===== src/hdl/flfd_pkg.sv =====
// Shared types and constants for the fixed-length frame deframer.
package flfd_pkg;

    localparam int BYTE_W = 8;
    localparam int POS_W  = 6;

    localparam logic [BYTE_W-1:0] START_MARKER_RST = 8'hAA;
    localparam logic [BYTE_W-1:0] END_MARKER_RST   = 8'hFF;

    typedef enum logic {
        CFG_START_MARKER = 1'b0,
        CFG_END_MARKER   = 1'b1
    } t_cfg_idx;

    typedef enum logic [4:0] {
        PH_HUNT   = 5'b00001,
        PH_START2 = 5'b00010,
        PH_DATA   = 5'b00100,
        PH_END1   = 5'b01000,
        PH_END2   = 5'b10000
    } t_phase;

endpackage


===== src/hdl/flfd_store.sv =====
// Payload store: one write port, one read port with registered read data.
module flfd_store #(
    parameter int DEPTH = 28,
    parameter int AW    = 5
) (
    input  logic                        i_clk,
    input  logic                        i_wr_en,
    input  logic [AW-1:0]               i_wr_addr,
    input  logic [flfd_pkg::BYTE_W-1:0] i_wr_data,
    input  logic                        i_rd_en,
    input  logic [AW-1:0]               i_rd_addr,
    output logic [flfd_pkg::BYTE_W-1:0] o_rd_data
);

    logic [flfd_pkg::BYTE_W-1:0] r_mem [DEPTH];
    logic [flfd_pkg::BYTE_W-1:0] r_rd_data;

    always_ff @(posedge i_clk) begin
        if (i_wr_en) begin
            r_mem[i_wr_addr] <= i_wr_data;
        end
    end

    // Read data holds until the next read.
    always_ff @(posedge i_clk) begin
        if (i_rd_en) begin
            r_rd_data <= r_mem[i_rd_addr];
        end
    end

    assign o_rd_data = r_rd_data;

endmodule


===== src/hdl/flfd_emit.sv =====
// Payload emitter: walks the store and drives the output register.
module flfd_emit #(
    parameter int LEN = 28,
    parameter int AW  = 5
) (
    input  logic                        i_clk,
    input  logic                        i_rst_n,
    input  logic                        i_start,
    output logic                        o_busy,
    output logic                        o_rd_en,
    output logic [AW-1:0]               o_rd_addr,
    input  logic [flfd_pkg::BYTE_W-1:0] i_rd_data,
    output logic                        o_valid,
    input  logic                        i_stall,
    output logic [flfd_pkg::BYTE_W-1:0] o_payload_byte,
    output logic [flfd_pkg::POS_W-1:0]  o_payload_pos,
    output logic                        o_last_of_frame
);

    localparam logic [AW-1:0] LAST_ADDR = AW'(LEN - 1);

    logic                        r_active, n_active;
    logic [AW-1:0]               r_rd_addr, n_rd_addr;
    logic                        r_pend, n_pend;
    logic [AW-1:0]               r_pend_addr;
    logic                        r_out_valid, n_out_valid;
    logic [flfd_pkg::BYTE_W-1:0] r_out_byte;
    logic [AW-1:0]               r_out_addr;
    logic                        w_load;
    logic                        w_issue;

    // Move read data into the output register when the slot is free.
    assign w_load  = r_pend && (!r_out_valid || !i_stall);
    // Issue the next read once the pending one has somewhere to go.
    assign w_issue = r_active && (!r_pend || w_load);

    always_comb begin
        n_active  = r_active;
        n_rd_addr = r_rd_addr;
        if (i_start) begin
            n_active  = 1'b1;
            n_rd_addr = '0;
        end else if (w_issue) begin
            n_rd_addr = r_rd_addr + 1'b1;
            if (r_rd_addr == LAST_ADDR) begin
                n_active = 1'b0;
            end
        end

        if (w_issue) begin
            n_pend = 1'b1;
        end else if (w_load) begin
            n_pend = 1'b0;
        end else begin
            n_pend = r_pend;
        end

        if (w_load) begin
            n_out_valid = 1'b1;
        end else if (!i_stall) begin
            n_out_valid = 1'b0;
        end else begin
            n_out_valid = r_out_valid;
        end
    end

    always_ff @(posedge i_clk) begin
        if (!i_rst_n) begin
            r_active    <= 1'b0;
            r_rd_addr   <= '0;
            r_pend      <= 1'b0;
            r_out_valid <= 1'b0;
        end else begin
            r_active    <= n_active;
            r_rd_addr   <= n_rd_addr;
            r_pend      <= n_pend;
            r_out_valid <= n_out_valid;
        end
    end

    always_ff @(posedge i_clk) begin
        if (w_issue) begin
            r_pend_addr <= r_rd_addr;
        end
        if (w_load) begin
            r_out_byte <= i_rd_data;
            r_out_addr <= r_pend_addr;
        end
    end

    assign o_busy          = r_active || r_pend;
    assign o_rd_en         = w_issue;
    assign o_rd_addr       = r_rd_addr;
    assign o_valid         = r_out_valid;
    assign o_payload_byte  = r_out_byte;
    assign o_payload_pos   = flfd_pkg::POS_W'(r_out_addr);
    assign o_last_of_frame = (r_out_addr == LAST_ADDR);

endmodule


===== src/hdl/fixed_length_frame_deframer.sv =====
// Top level: frame hunt and capture, payload store and emitter.
//
//  channel  | valid        | stall        | payload
//  ---------+--------------+--------------+-------------------------------------------
//  rx in    | i_rx_valid   | o_rx_stall   | i_rx_byte
//  frame out| o_pl_valid   | i_pl_stall   | o_payload_byte, o_payload_pos, o_last_of_frame
//
// One received byte is taken per cycle while the emitter is idle.
// A completed frame streams FRAME_BYTES-4 bytes at up to one per cycle, one
// read of the store port per byte; the rx side stalls for that run,
// which any output stall lengthens.
// Reset (synchronous, active low) returns to hunting and restores the markers.
// The last payload byte may wait in the output register while rx bytes flow.
module fixed_length_frame_deframer #(
    parameter int FRAME_BYTES = 32
) (
    input  logic                        i_clk,
    input  logic                        i_rst_n,
    input  logic                        i_cfg_we,
    input  logic                        i_cfg_idx,
    input  logic [flfd_pkg::BYTE_W-1:0] i_cfg_wdata,
    input  logic                        i_rx_valid,
    output logic                        o_rx_stall,
    input  logic [flfd_pkg::BYTE_W-1:0] i_rx_byte,
    output logic                        o_pl_valid,
    input  logic                        i_pl_stall,
    output logic [flfd_pkg::BYTE_W-1:0] o_payload_byte,
    output logic [flfd_pkg::POS_W-1:0]  o_payload_pos,
    output logic                        o_last_of_frame
);

    localparam int LEN = FRAME_BYTES - 4;
    localparam int AW  = (LEN > 1) ? $clog2(LEN) : 1;
    localparam logic [AW-1:0] LAST_ADDR = AW'(LEN - 1);

    logic [flfd_pkg::BYTE_W-1:0] r_start_marker;
    logic [flfd_pkg::BYTE_W-1:0] r_end_marker;
    flfd_pkg::t_phase            r_phase, n_phase;
    logic [AW-1:0]               r_fill, n_fill;
    logic                        w_accept;
    logic                        w_start_hit;
    logic                        w_end_hit;
    logic                        w_wr_en;
    logic                        w_emit_start;
    logic                        w_busy;
    logic                        w_rd_en;
    logic [AW-1:0]               w_rd_addr;
    logic [flfd_pkg::BYTE_W-1:0] w_rd_data;

    always_ff @(posedge i_clk) begin
        if (!i_rst_n) begin
            r_start_marker <= flfd_pkg::START_MARKER_RST;
            r_end_marker   <= flfd_pkg::END_MARKER_RST;
        end else if (i_cfg_we) begin
            unique case (flfd_pkg::t_cfg_idx'(i_cfg_idx))
                flfd_pkg::CFG_START_MARKER: r_start_marker <= i_cfg_wdata;
                flfd_pkg::CFG_END_MARKER:   r_end_marker   <= i_cfg_wdata;
                default: ;
            endcase
        end
    end

    assign o_rx_stall  = w_busy;
    assign w_accept    = i_rx_valid && !o_rx_stall;
    assign w_start_hit = (i_rx_byte == r_start_marker);
    assign w_end_hit   = (i_rx_byte == r_end_marker);

    always_comb begin
        n_phase      = r_phase;
        n_fill       = r_fill;
        w_wr_en      = 1'b0;
        w_emit_start = 1'b0;
        if (w_accept) begin
            unique case (r_phase)
                flfd_pkg::PH_START2: begin
                    n_phase = w_start_hit ? flfd_pkg::PH_DATA : flfd_pkg::PH_HUNT;
                    n_fill  = '0;
                end
                flfd_pkg::PH_DATA: begin
                    w_wr_en = 1'b1;
                    n_fill  = r_fill + 1'b1;
                    if (r_fill == LAST_ADDR) begin
                        n_phase = flfd_pkg::PH_END1;
                    end
                end
                flfd_pkg::PH_END1: begin
                    n_phase = w_end_hit ? flfd_pkg::PH_END2 : flfd_pkg::PH_HUNT;
                end
                flfd_pkg::PH_END2: begin
                    w_emit_start = w_end_hit;
                    n_phase      = flfd_pkg::PH_HUNT;
                end
                default: begin
                    // hunting, and any unused code acts as hunting
                    n_phase = w_start_hit ? flfd_pkg::PH_START2 : flfd_pkg::PH_HUNT;
                    n_fill  = '0;
                end
            endcase
        end
    end

    always_ff @(posedge i_clk) begin
        if (!i_rst_n) begin
            r_phase <= flfd_pkg::PH_HUNT;
            r_fill  <= '0;
        end else begin
            r_phase <= n_phase;
            r_fill  <= n_fill;
        end
    end

    flfd_store #(
        .DEPTH (LEN),
        .AW    (AW)
    ) u_store (
        .i_clk     (i_clk),
        .i_wr_en   (w_wr_en),
        .i_wr_addr (r_fill),
        .i_wr_data (i_rx_byte),
        .i_rd_en   (w_rd_en),
        .i_rd_addr (w_rd_addr),
        .o_rd_data (w_rd_data)
    );

    flfd_emit #(
        .LEN (LEN),
        .AW  (AW)
    ) u_emit (
        .i_clk           (i_clk),
        .i_rst_n         (i_rst_n),
        .i_start         (w_emit_start),
        .o_busy          (w_busy),
        .o_rd_en         (w_rd_en),
        .o_rd_addr       (w_rd_addr),
        .i_rd_data       (w_rd_data),
        .o_valid         (o_pl_valid),
        .i_stall         (i_pl_stall),
        .o_payload_byte  (o_payload_byte),
        .o_payload_pos   (o_payload_pos),
        .o_last_of_frame (o_last_of_frame)
    );

`ifndef NO_ASSERTIONS
    a_no_write_during_emit : assert property (@(posedge i_clk) disable iff (!i_rst_n)
        w_wr_en |-> !w_busy)
        else $error("store written while payload is being read out");

    a_start_when_idle : assert property (@(posedge i_clk) disable iff (!i_rst_n)
        w_emit_start |-> (!w_busy && r_phase == flfd_pkg::PH_END2))
        else $error("emit started outside second end marker or while busy");

    a_stall_after_start : assert property (@(posedge i_clk) disable iff (!i_rst_n)
        w_emit_start |=> (o_rx_stall && w_rd_en && w_rd_addr == '0))
        else $error("emitter did not begin at the first payload entry");
`endif

endmodule


===== config.mk =====
export PLATFORM = sky130hd
export DESIGN_NAME = fixed_length_frame_deframer
export DESIGN_NICKNAME = d
export VERILOG_FILES = /design/src/hdl/flfd_pkg.sv /design/src/hdl/flfd_store.sv /design/src/hdl/flfd_emit.sv /design/src/hdl/fixed_length_frame_deframer.sv
export SDC_FILE = /design/constraint.sdc
export NUM_CORES = 1
export LEC_CHECK = 0
export BUFFER_PORTS_ARGS = -buffer_cell sky130_fd_sc_hd__buf_2
export CAP_MARGIN = 10
export CORE_ASPECT_RATIO = 0.5
export CORE_MARGIN = 2
export CORE_UTILIZATION = 35
export CTS_CLUSTER_DIAMETER = 50
export DETAILED_ROUTE_END_ITERATION = 16
export SYNTH_ARGS = -nofsm -noshare
export SYNTH_HDL_FRONTEND = slang
export SYNTH_SLANG_ARGS = --single-unit

===== constraint.sdc =====
create_clock -name i_clk -period 2.71 [get_ports i_clk]
set_input_delay 0 -clock i_clk [delete_from_list [all_inputs] [get_ports i_clk]]
set_output_delay 0 -clock i_clk [all_outputs]
set_load 0.1 [all_outputs]

==> Yosys cells after proc, flatten, opt, wreduce, memory -nomap -nowiden <==
Memory sizes are Yosys's and may differ from the RTL's. A register that Yosys moved wholly into a read port is not among the register bits.
Cells that the tools add are included.
{ "op_classes": {"n_addsub": 2, "eq_ne": 11, "muxes": 19, "bitwise": 3, "reduce_logical": 20} }
{ "op_table": {"columns": ["op", "n"], "rows": [
  ["== test 5 bit, second input constant", 4],
  ["one-hot mux 5 bit (4 select lines)", 1],
  ["== test 8 bit", 2],
  ["two-way mux 1 bit", 13],
  ["adder 5 x 1 -> 5 bit, second input constant", 2],
  ["two-way mux 5 bit", 2],
  ["one-hot mux 5 bit (2 select lines)", 1],
  ["AND reduction 2 bit", 5],
  ["nonzero test 2 bit", 3],
  ["== test 5 x 2 -> 1 bit, second input constant", 1],
  ["== test 5 x 3 -> 1 bit, second input constant", 1],
  ["== test 5 x 4 -> 1 bit, second input constant", 1],
  ["logical NOT 1 bit", 4],
  ["OR reduction 2 bit", 2],
  ["logical AND 1 bit", 3],
  ["logical OR 1 bit", 3],
  ["two-way mux 3 bit", 1],
  ["inverter 1 bit", 3],
  ["two-way mux 2 bit", 1],
  ["inequality test 2 x 1 -> 1 bit, second input constant", 1],
  ["inequality test 2 bit, second input constant", 1]
]} }
{ "word_totals": {"reg_bits": 52, "ram_bits": 224, "in_bits": 22, "output_inout_bits": 17, "word_cells": 67, "mem_count": 1} }
{ "mem_list": {"columns": ["memory", "depth", "word_bits", "rd", "rd_clocked_by_memory_dff", "wr", "line", "rtl"], "rows": [
  ["u_store.r_mem", 28, 8, 1, 1, 1, "flfd_store.sv:15", "logic [flfd_pkg::BYTE_W-1:0] r_mem [DEPTH];"]
]} }

==> Logic depth before layout (Yosys ltp) <==
Gate-level depths: netlist (run 1).
{ "logic_depth": {"ltp_word": 7, "ltp_mapped": 8, "ltp_nobuf": 5} }

==> Hierarchy <==
Synthesis (run 1) repeated with hierarchy kept, for this count alone.
{ "unflattened": {"cells_unflattened": 713, "hier_area_um2": 11469.8} }
{ "modules_own_cells": {"columns": ["module", "instances", "cells_each", "area_each_um2", "seq_area_each_um2"], "rows": [
  ["flfd_store", 1, 476, 9132.5, 6966.7],
  ["fixed_length_frame_deframer", 1, 173, 1400.1, 520.5],
  ["flfd_emit", 1, 64, 937.1, 700.7]
]} }

==> Worst setup path before layout (run 1) <==
No wires, ideal clock.
{ "synth_timing": {"path_kind": "register to output", "from": "reg u_emit.r_out_addr[4]", "to": "out o_last_of_frame", "arrival_time_ps": 3983, "required_ps": 2710, "slack_ps": -1273, "path_stages_with_launch": 3, "path_buffers": 0, "path_cell_list": "edfxtp_1 > nand2_1 > nor4bb_1"} }
{ "synth_via": {"elab_chain_len": 1} }
{ "synth_lines": {"columns": ["item", "line", "rtl"], "rows": [
  ["start, declared", "flfd_emit.sv:28", "logic [AW-1:0] r_out_addr;"],
  ["start signal, assigned", "flfd_emit.sv:87", "r_out_addr <= r_pend_addr;"],
  ["== test 5 bit", "flfd_emit.sv:97", "assign o_last_of_frame = (r_out_addr == LAST_ADDR);"],
  ["end, declared", "fixed_length_frame_deframer.sv:29", "output logic o_last_of_frame"]
]} }
No other way between the ends.

==> metrics.csv, run 1 <==
metric,value,unit
status,"finished, final reports clean",
period_share,93.2,%
grt_util_met3,2.64,%
vias,6241,
worst_skew_pair.late_latency,0.54,ns
syn-cell-area,11300,um^2
dp.cells,1147,
layout_commonest_cell,edfxtp_1,
layout_common_cells,"edfxtp_1, mux4_2, nand2_1, buf_4, nor2_1",
rsz0062_at_grt,false,
grtUsageMet2,23.9,%
drv_cap,0,
dp_hpwl,16400,um
yosys.area.top_type,edfxtp_1,
synthArstFlopShare,0,%
post_drt_wl_per_cell,20.4,um
cp-end-kind,flip-flop,
criticalPathCategory,flip-flop to flip-flop,
leakage,4.40,nW
path_max_fanout,26,
worst_pin_slew,0.700,ns
final-seq-area,8190,um^2
arrival,2.79,ns
globalplace.congestion,0.832,
tns,0,ns
layoutNonFillerInstCount,1234,
die-area,33900,um^2
fin_nets,806,
combPwrFrac,2.6,%
cp_data_required_time,2.97,ns
p_per_area,647,nW/um^2
nFillCells,2807,
grt_use_met1,21.0,%
core_area,31800,um^2
h-tree-depth,1,
routed_wirelength,25100,um
finalSetupViolCount,0,
grt_use_total,14.8,%
placementRows,46,
pwr-share-seq,54.5,%
syn_area_per_cell,17.1,um^2
grt_max_degree,35,
antenna_found_initial,1,
grt_pass1_wl,38100,um
multi_input_area,2940,um^2
cts_num_sinks,284,
overflow,0,
detail_route.first_pass.iterations,5,
ys_types,58,
synthCells,664,
netlist.area_leader.share,66.3,%
vdd_ir_drop_max,420,uV
area_delta_synth_final,19.5,%
clk_path_buf_depth,3,
start_kind,flip-flop,
busiest_layer,met2,
fin_crit,2.53,ns
switchingPower,1.81,mW
cts_inserted_buffers,29,
cts_resized,0,
slew_violations,0,
ios,39,
cts_tree,built,
synth_edf_count,250,
hold_path_class,input port to flip-flop,
ant_nets,0,
max_freq,0.396,GHz
clkPwrFrac,43.0,%
drc,0,
synth-seq-area-share,72.3,%
synth_warnings,0,
die_x,258,um
syn_nets,691,
layout-drive-gt1-share,25.2,%
clk_pin_slew,0.06,ns
cts-root-buf,clkbuf_16,
die_height,131,um
drt_iter0_drc,485,
portBuffers,37,
p_sw_share,20.6,%
grt_pass1_vias,6318,
p_int,6.95,mW
skew,0.0120,ns
hold_viol,0,
ys_ff_latch,284,
initial_core_util,35.7,%
ys.flop_type,edfxtp_1,
relSlewSlack,53.3,%
vias_per_cell,5.06,
synthTopCellsByArea,"edfxtp_1, mux4_2, dfxtp_1",
[metrics by stage]
step	util (%)	setup WS [ns]	hold slack, ns	power, mW	cell area (um^2)
after CTS	42.6	0.217	0.0641	8.83	13500
after detailed placement	38.7	0.241	0.235	5.04	12300
final	42.6	0.183	0.0710	8.75	13500
after global placement	38.7	0.228	0.232	5.04	12300
after floorplan	-	0.432	0.0989	4.93	11300
after global routing	42.6	0.0957	0.0769	9.04	13500
[registers in the layout (all words and copies together) (netlist names)]
name,cells
r_fill,5
u_emit.r_pend_addr,5
u_emit.r_pend,1
u_emit.r_active,1
r_phase,5
r_end_marker,8
r_start_marker,8
u_emit.r_out_addr,5
u_emit.o_valid,1
u_emit.o_rd_addr,5
u_store.o_rd_data,8
u_emit.o_payload_byte,8
u_store.r_mem,224
[power groups by stage]
stage	sequential [mW]	combinational, mW	clock (mW)
floorplan	4.86	0.0715	0
global route	4.77	0.244	4.03
detailed placement	4.86	0.181	0
CTS	4.77	0.219	3.85
global placement	4.86	0.178	0
finish	4.77	0.224	3.76
[cells by family after synthesis]
kind of cell,count (synthesis),synth area share [%]
muxes,72,12.1
xor gates and xnor gates,22,1.70
DFF,284,72.3
and+or+nand+nor,157,6.81
AOI/OAI and AO/OA,79,4.60
adders and majority gates,5,0.552
other,1,0.0331
buffers and inverters,44,1.89
[Yosys cell counts, types with 5 or more instances]
cell type,instances
nor2b_1,10
buf_2,11
nand2_1,48
ha_1,5
edfxtp_1,250
nor4_1,5
a21oi_1,20
nand3_1,19
xnor2_1,10
nor2_1,40
a21boi_0,9
mux2i_1,16
mux4_2,52
xor2_1,12
o21ai_0,23
inv_1,7
dfxtp_1,34
clkbuf_1,16
nand4_1,6
[layer usage]
metal / share of wire, % / vias to the layer above
met1: 45 / 3137
li1: - / 2831
met2: 47 / 232
met4: 2.0 / 0
met3: 6.6 / 41
met5: 0 / -
[worst paths after layout]
kind | cells past startpoint | slack, ns | to | startpoint
setup / recovery | 4 | 0.18 | u_store.o_rd_data[3] | u_emit.o_rd_addr[1]
hold / removal | 2 | 0.07 | u_store.r_mem[25][4] | i_rx_byte[4]
setup reg to reg | 4 | 0.18 | u_store.o_rd_data[3] | u_emit.o_rd_addr[1]
hold reg to reg | 0 | 0.42 | u_emit.r_out_addr[3] | u_emit.r_pend_addr[3]
[area by class of cell]
cell class,instances,area share (%)
Multi-Input combinational cell,336,21.7
Timing Repair Buffer,120,6.77
Inverter,8,0.222
Sequential cell,284,60.5
Antenna cell,1,0.0185
Clock buffer,38,5.91
Tap cell,432,3.99
Clock inverter,15,0.832
[critical path, stage by stage (launching register included)]
cell and delay [ns]:
dfxtp_4 0.65, buf_4 0.44, mux4_2 0.56, o21ai_0 0.45, a21oi_1 0.13
[repair_timing]
| item | 4_1_cts | 5_1_grt |
|---|---|---|
| hold buffers | 33 | 0 |
| endpoints found under the setup margin | 0 | 0 |
| setup buffers | 0 | 0 |
| endpoints found under the hold margin | 69 | 0 |
(Power assumes the default switching activity.)
==> inputs of run 2 (changes only) <==
--- a/config.mk
+++ b/config.mk
@@ -7,11 +7,11 @@
 export LEC_CHECK = 0
 export BUFFER_PORTS_ARGS = -buffer_cell sky130_fd_sc_hd__buf_2
 export CAP_MARGIN = 10
-export CORE_ASPECT_RATIO = 0.5
 export CORE_MARGIN = 2
 export CORE_UTILIZATION = 35
 export CTS_CLUSTER_DIAMETER = 50
 export DETAILED_ROUTE_END_ITERATION = 16
+export PLACE_DENSITY_LB_ADDON = 0.08
 export SYNTH_ARGS = -nofsm -noshare
 export SYNTH_HDL_FRONTEND = slang
 export SYNTH_SLANG_ARGS = --single-unit
==> metrics.csv, run 2 (synthesis gave the netlist of run 1 again) <==
metric,value,unit,change
setup_ws,0.256,ns,+0.0730 ns
die_height,184,um,+40%
cts_tree,built,,
diodes,0,,-1
dp_hpwl,18500,um,+13%
crit_family,simple AND/OR/NAND/NOR gates,,
grt_pass1_vias,6530,,+3.4%
vias_per_cell,5.19,,+2.6%
regMostFlops,u_store.r_mem,,
vdd_ir_drop_max,333,uV,-21%
layout-drive-gt1-share,26.4,%,+1.2 points
arrival,2.66,ns,-0.13 ns
hold_viol,0,,unchanged
finalSetupViolCount,0,,unchanged
fin_crit,2.45,ns,-0.0730 ns
skew,0.0201,ns,+0.00811 ns
portBuffers,37,,unchanged
layout_commonest_cell,edfxtp_1,,
p_per_area,708,nW/um^2,+9.4%
globalplace.congestion,0.755,,-9.3%
placementRows,65,,+41%
postCtsSetupBuffers,0,,unchanged
cp_data_required_time,2.91,ns,-0.06 ns
slowest_stage,or4_1,,
leakage,4.48,nW,+1.9%
ant_nets,0,,unchanged
area_delta_synth_final,20.3,%,
layoutNonFillerInstCount,1197,,-3.0%
criticalPathCategory,flip-flop to flip-flop,,
cp_num_buf_inv,1,,unchanged
clk_path_buf_depth,3,,unchanged
cts_hold_buf,17,,-48%
status,"finished, final reports clean",,
grt_max_degree,36,,+2.9%
worst_skew_pair.late_latency,0.50,ns,-0.04 ns
routed_wirelength,27800,um,+11%
tns,0,ns,unchanged
grt_pass1_wl,41700,um,+9.4%
core_area,31700,um^2,-0.17%
layout_common_cells,"edfxtp_1, mux4_2, nand2_1, buf_4, nor2_1",,
max_freq,0.408,GHz,+3.0%
die-area,33800,um^2,-0.26%
rsz0062_at_grt,false,,
grt_use_total,16.9,%,+2.0 points
relSlewSlack,43.9,%,-9.4 points
fin_nets,796,,-1.2%
period_share,90.6,%,-2.7 points
antenna_found_initial,0,,-1
overflow,0,,unchanged
largest_reg_flops,224,,unchanged
h-tree-depth,2,,+1
slew_violations,0,,unchanged
worst_pin_slew,0.841,ns,+0.141 ns
path_max_fanout,7,,-73%
clk_pin_slew,0.06,ns,about the same
drc,0,,unchanged
ios,39,,unchanged
start_kind,flip-flop,,
max_stage_delay,0.61,ns,-0.04 ns
path_cells,or4_1 > nor3_2 > nand2_1 > nor2_1 > buf_4,,
cp-end-kind,flip-flop,,
cts_resized,0,,unchanged
post_drt_wl_per_cell,23.2,um,+14%
final_util,43.0,%,+0.35 points
drv_cap,0,,unchanged
dp.cells,1117,,-2.6%
drt_iter0_drc,465,,-4.1%
vias,6209,,-0.51%
cts_inserted_buffers,35,,+21%
hold_path_class,input port to flip-flop,,
cts-root-buf,clkbuf_16,,
cts_num_sinks,284,,unchanged
die_x,184,um,-29%
total_power,9.64,mW,+10%
detail_route.first_pass.iterations,5,,unchanged
initial_core_util,35.7,%,+0.059 points
dp_slack,0.268,ns,+0.0279 ns
[run 2: per-layer routing]
| layer | wire length [um] | GRT usage (%) | up-vias |
|---|---|---|---|
| li1 | - | - | 2811 |
| met1 | 12300 | 22.7 | 3167 |
| met2 | 13200 | 27.1 | 183 |
| met3 | 1410 | 3.53 | 48 |
| met4 | 907 | 6.24 | 0 |
| met5 | 0 | 0 | - |
[run 2: worst min-delay path: cells and delay by family]
family,cells,cell delay (ns)
and+or+nand+nor,3,0.36
buffers and inverters,1,0.10
[run 2: final timing paths]
| check | slack [ns] | from | to | cells after the start |
|---|---|---|---|---|
| max reg2reg | 0.26 | r_phase[4] | u_store.r_mem[5][1] | 5 |
| max | 0.26 | r_phase[4] | u_store.r_mem[5][1] | 5 |
| min | 0.02 | i_cfg_we | r_end_marker[5] | 4 |
| min reg2reg | 0.42 | u_emit.r_pend_addr[4] | u_emit.r_out_addr[4] | 0 |
[run 2: power by group]
part	leakage (nW)	switching [mW]	internal (mW)	total, mW
sequential	2.53	0.00980	4.76	4.77
combinational	1.38	0.141	0.0678	0.209
clock	0.568	1.78	2.88	4.66
[run 2: through the flow]
step	instance area (um^2)	hold slack [ns]
floorplan	11300	0.0989
global placement	12300	0.227
detailed placement	12300	0.234
CTS	13600	0.00329
global route	13600	0.0786
finish	13600	0.0211
[run 2: layout make-up]
| class | count | area, um^2 |
|---|---|---|
| clock buffers | 40 | 937 |
| inverters | 8 | 30.0 |
| repair buffers | 104 | 781 |
| multi-input cells | 336 | 2940 |
| flip-flops and latches | 284 | 8190 |
| fillers | 2849 | 18100 |
| clock inverters | 23 | 240 |
| well taps | 402 | 503 |
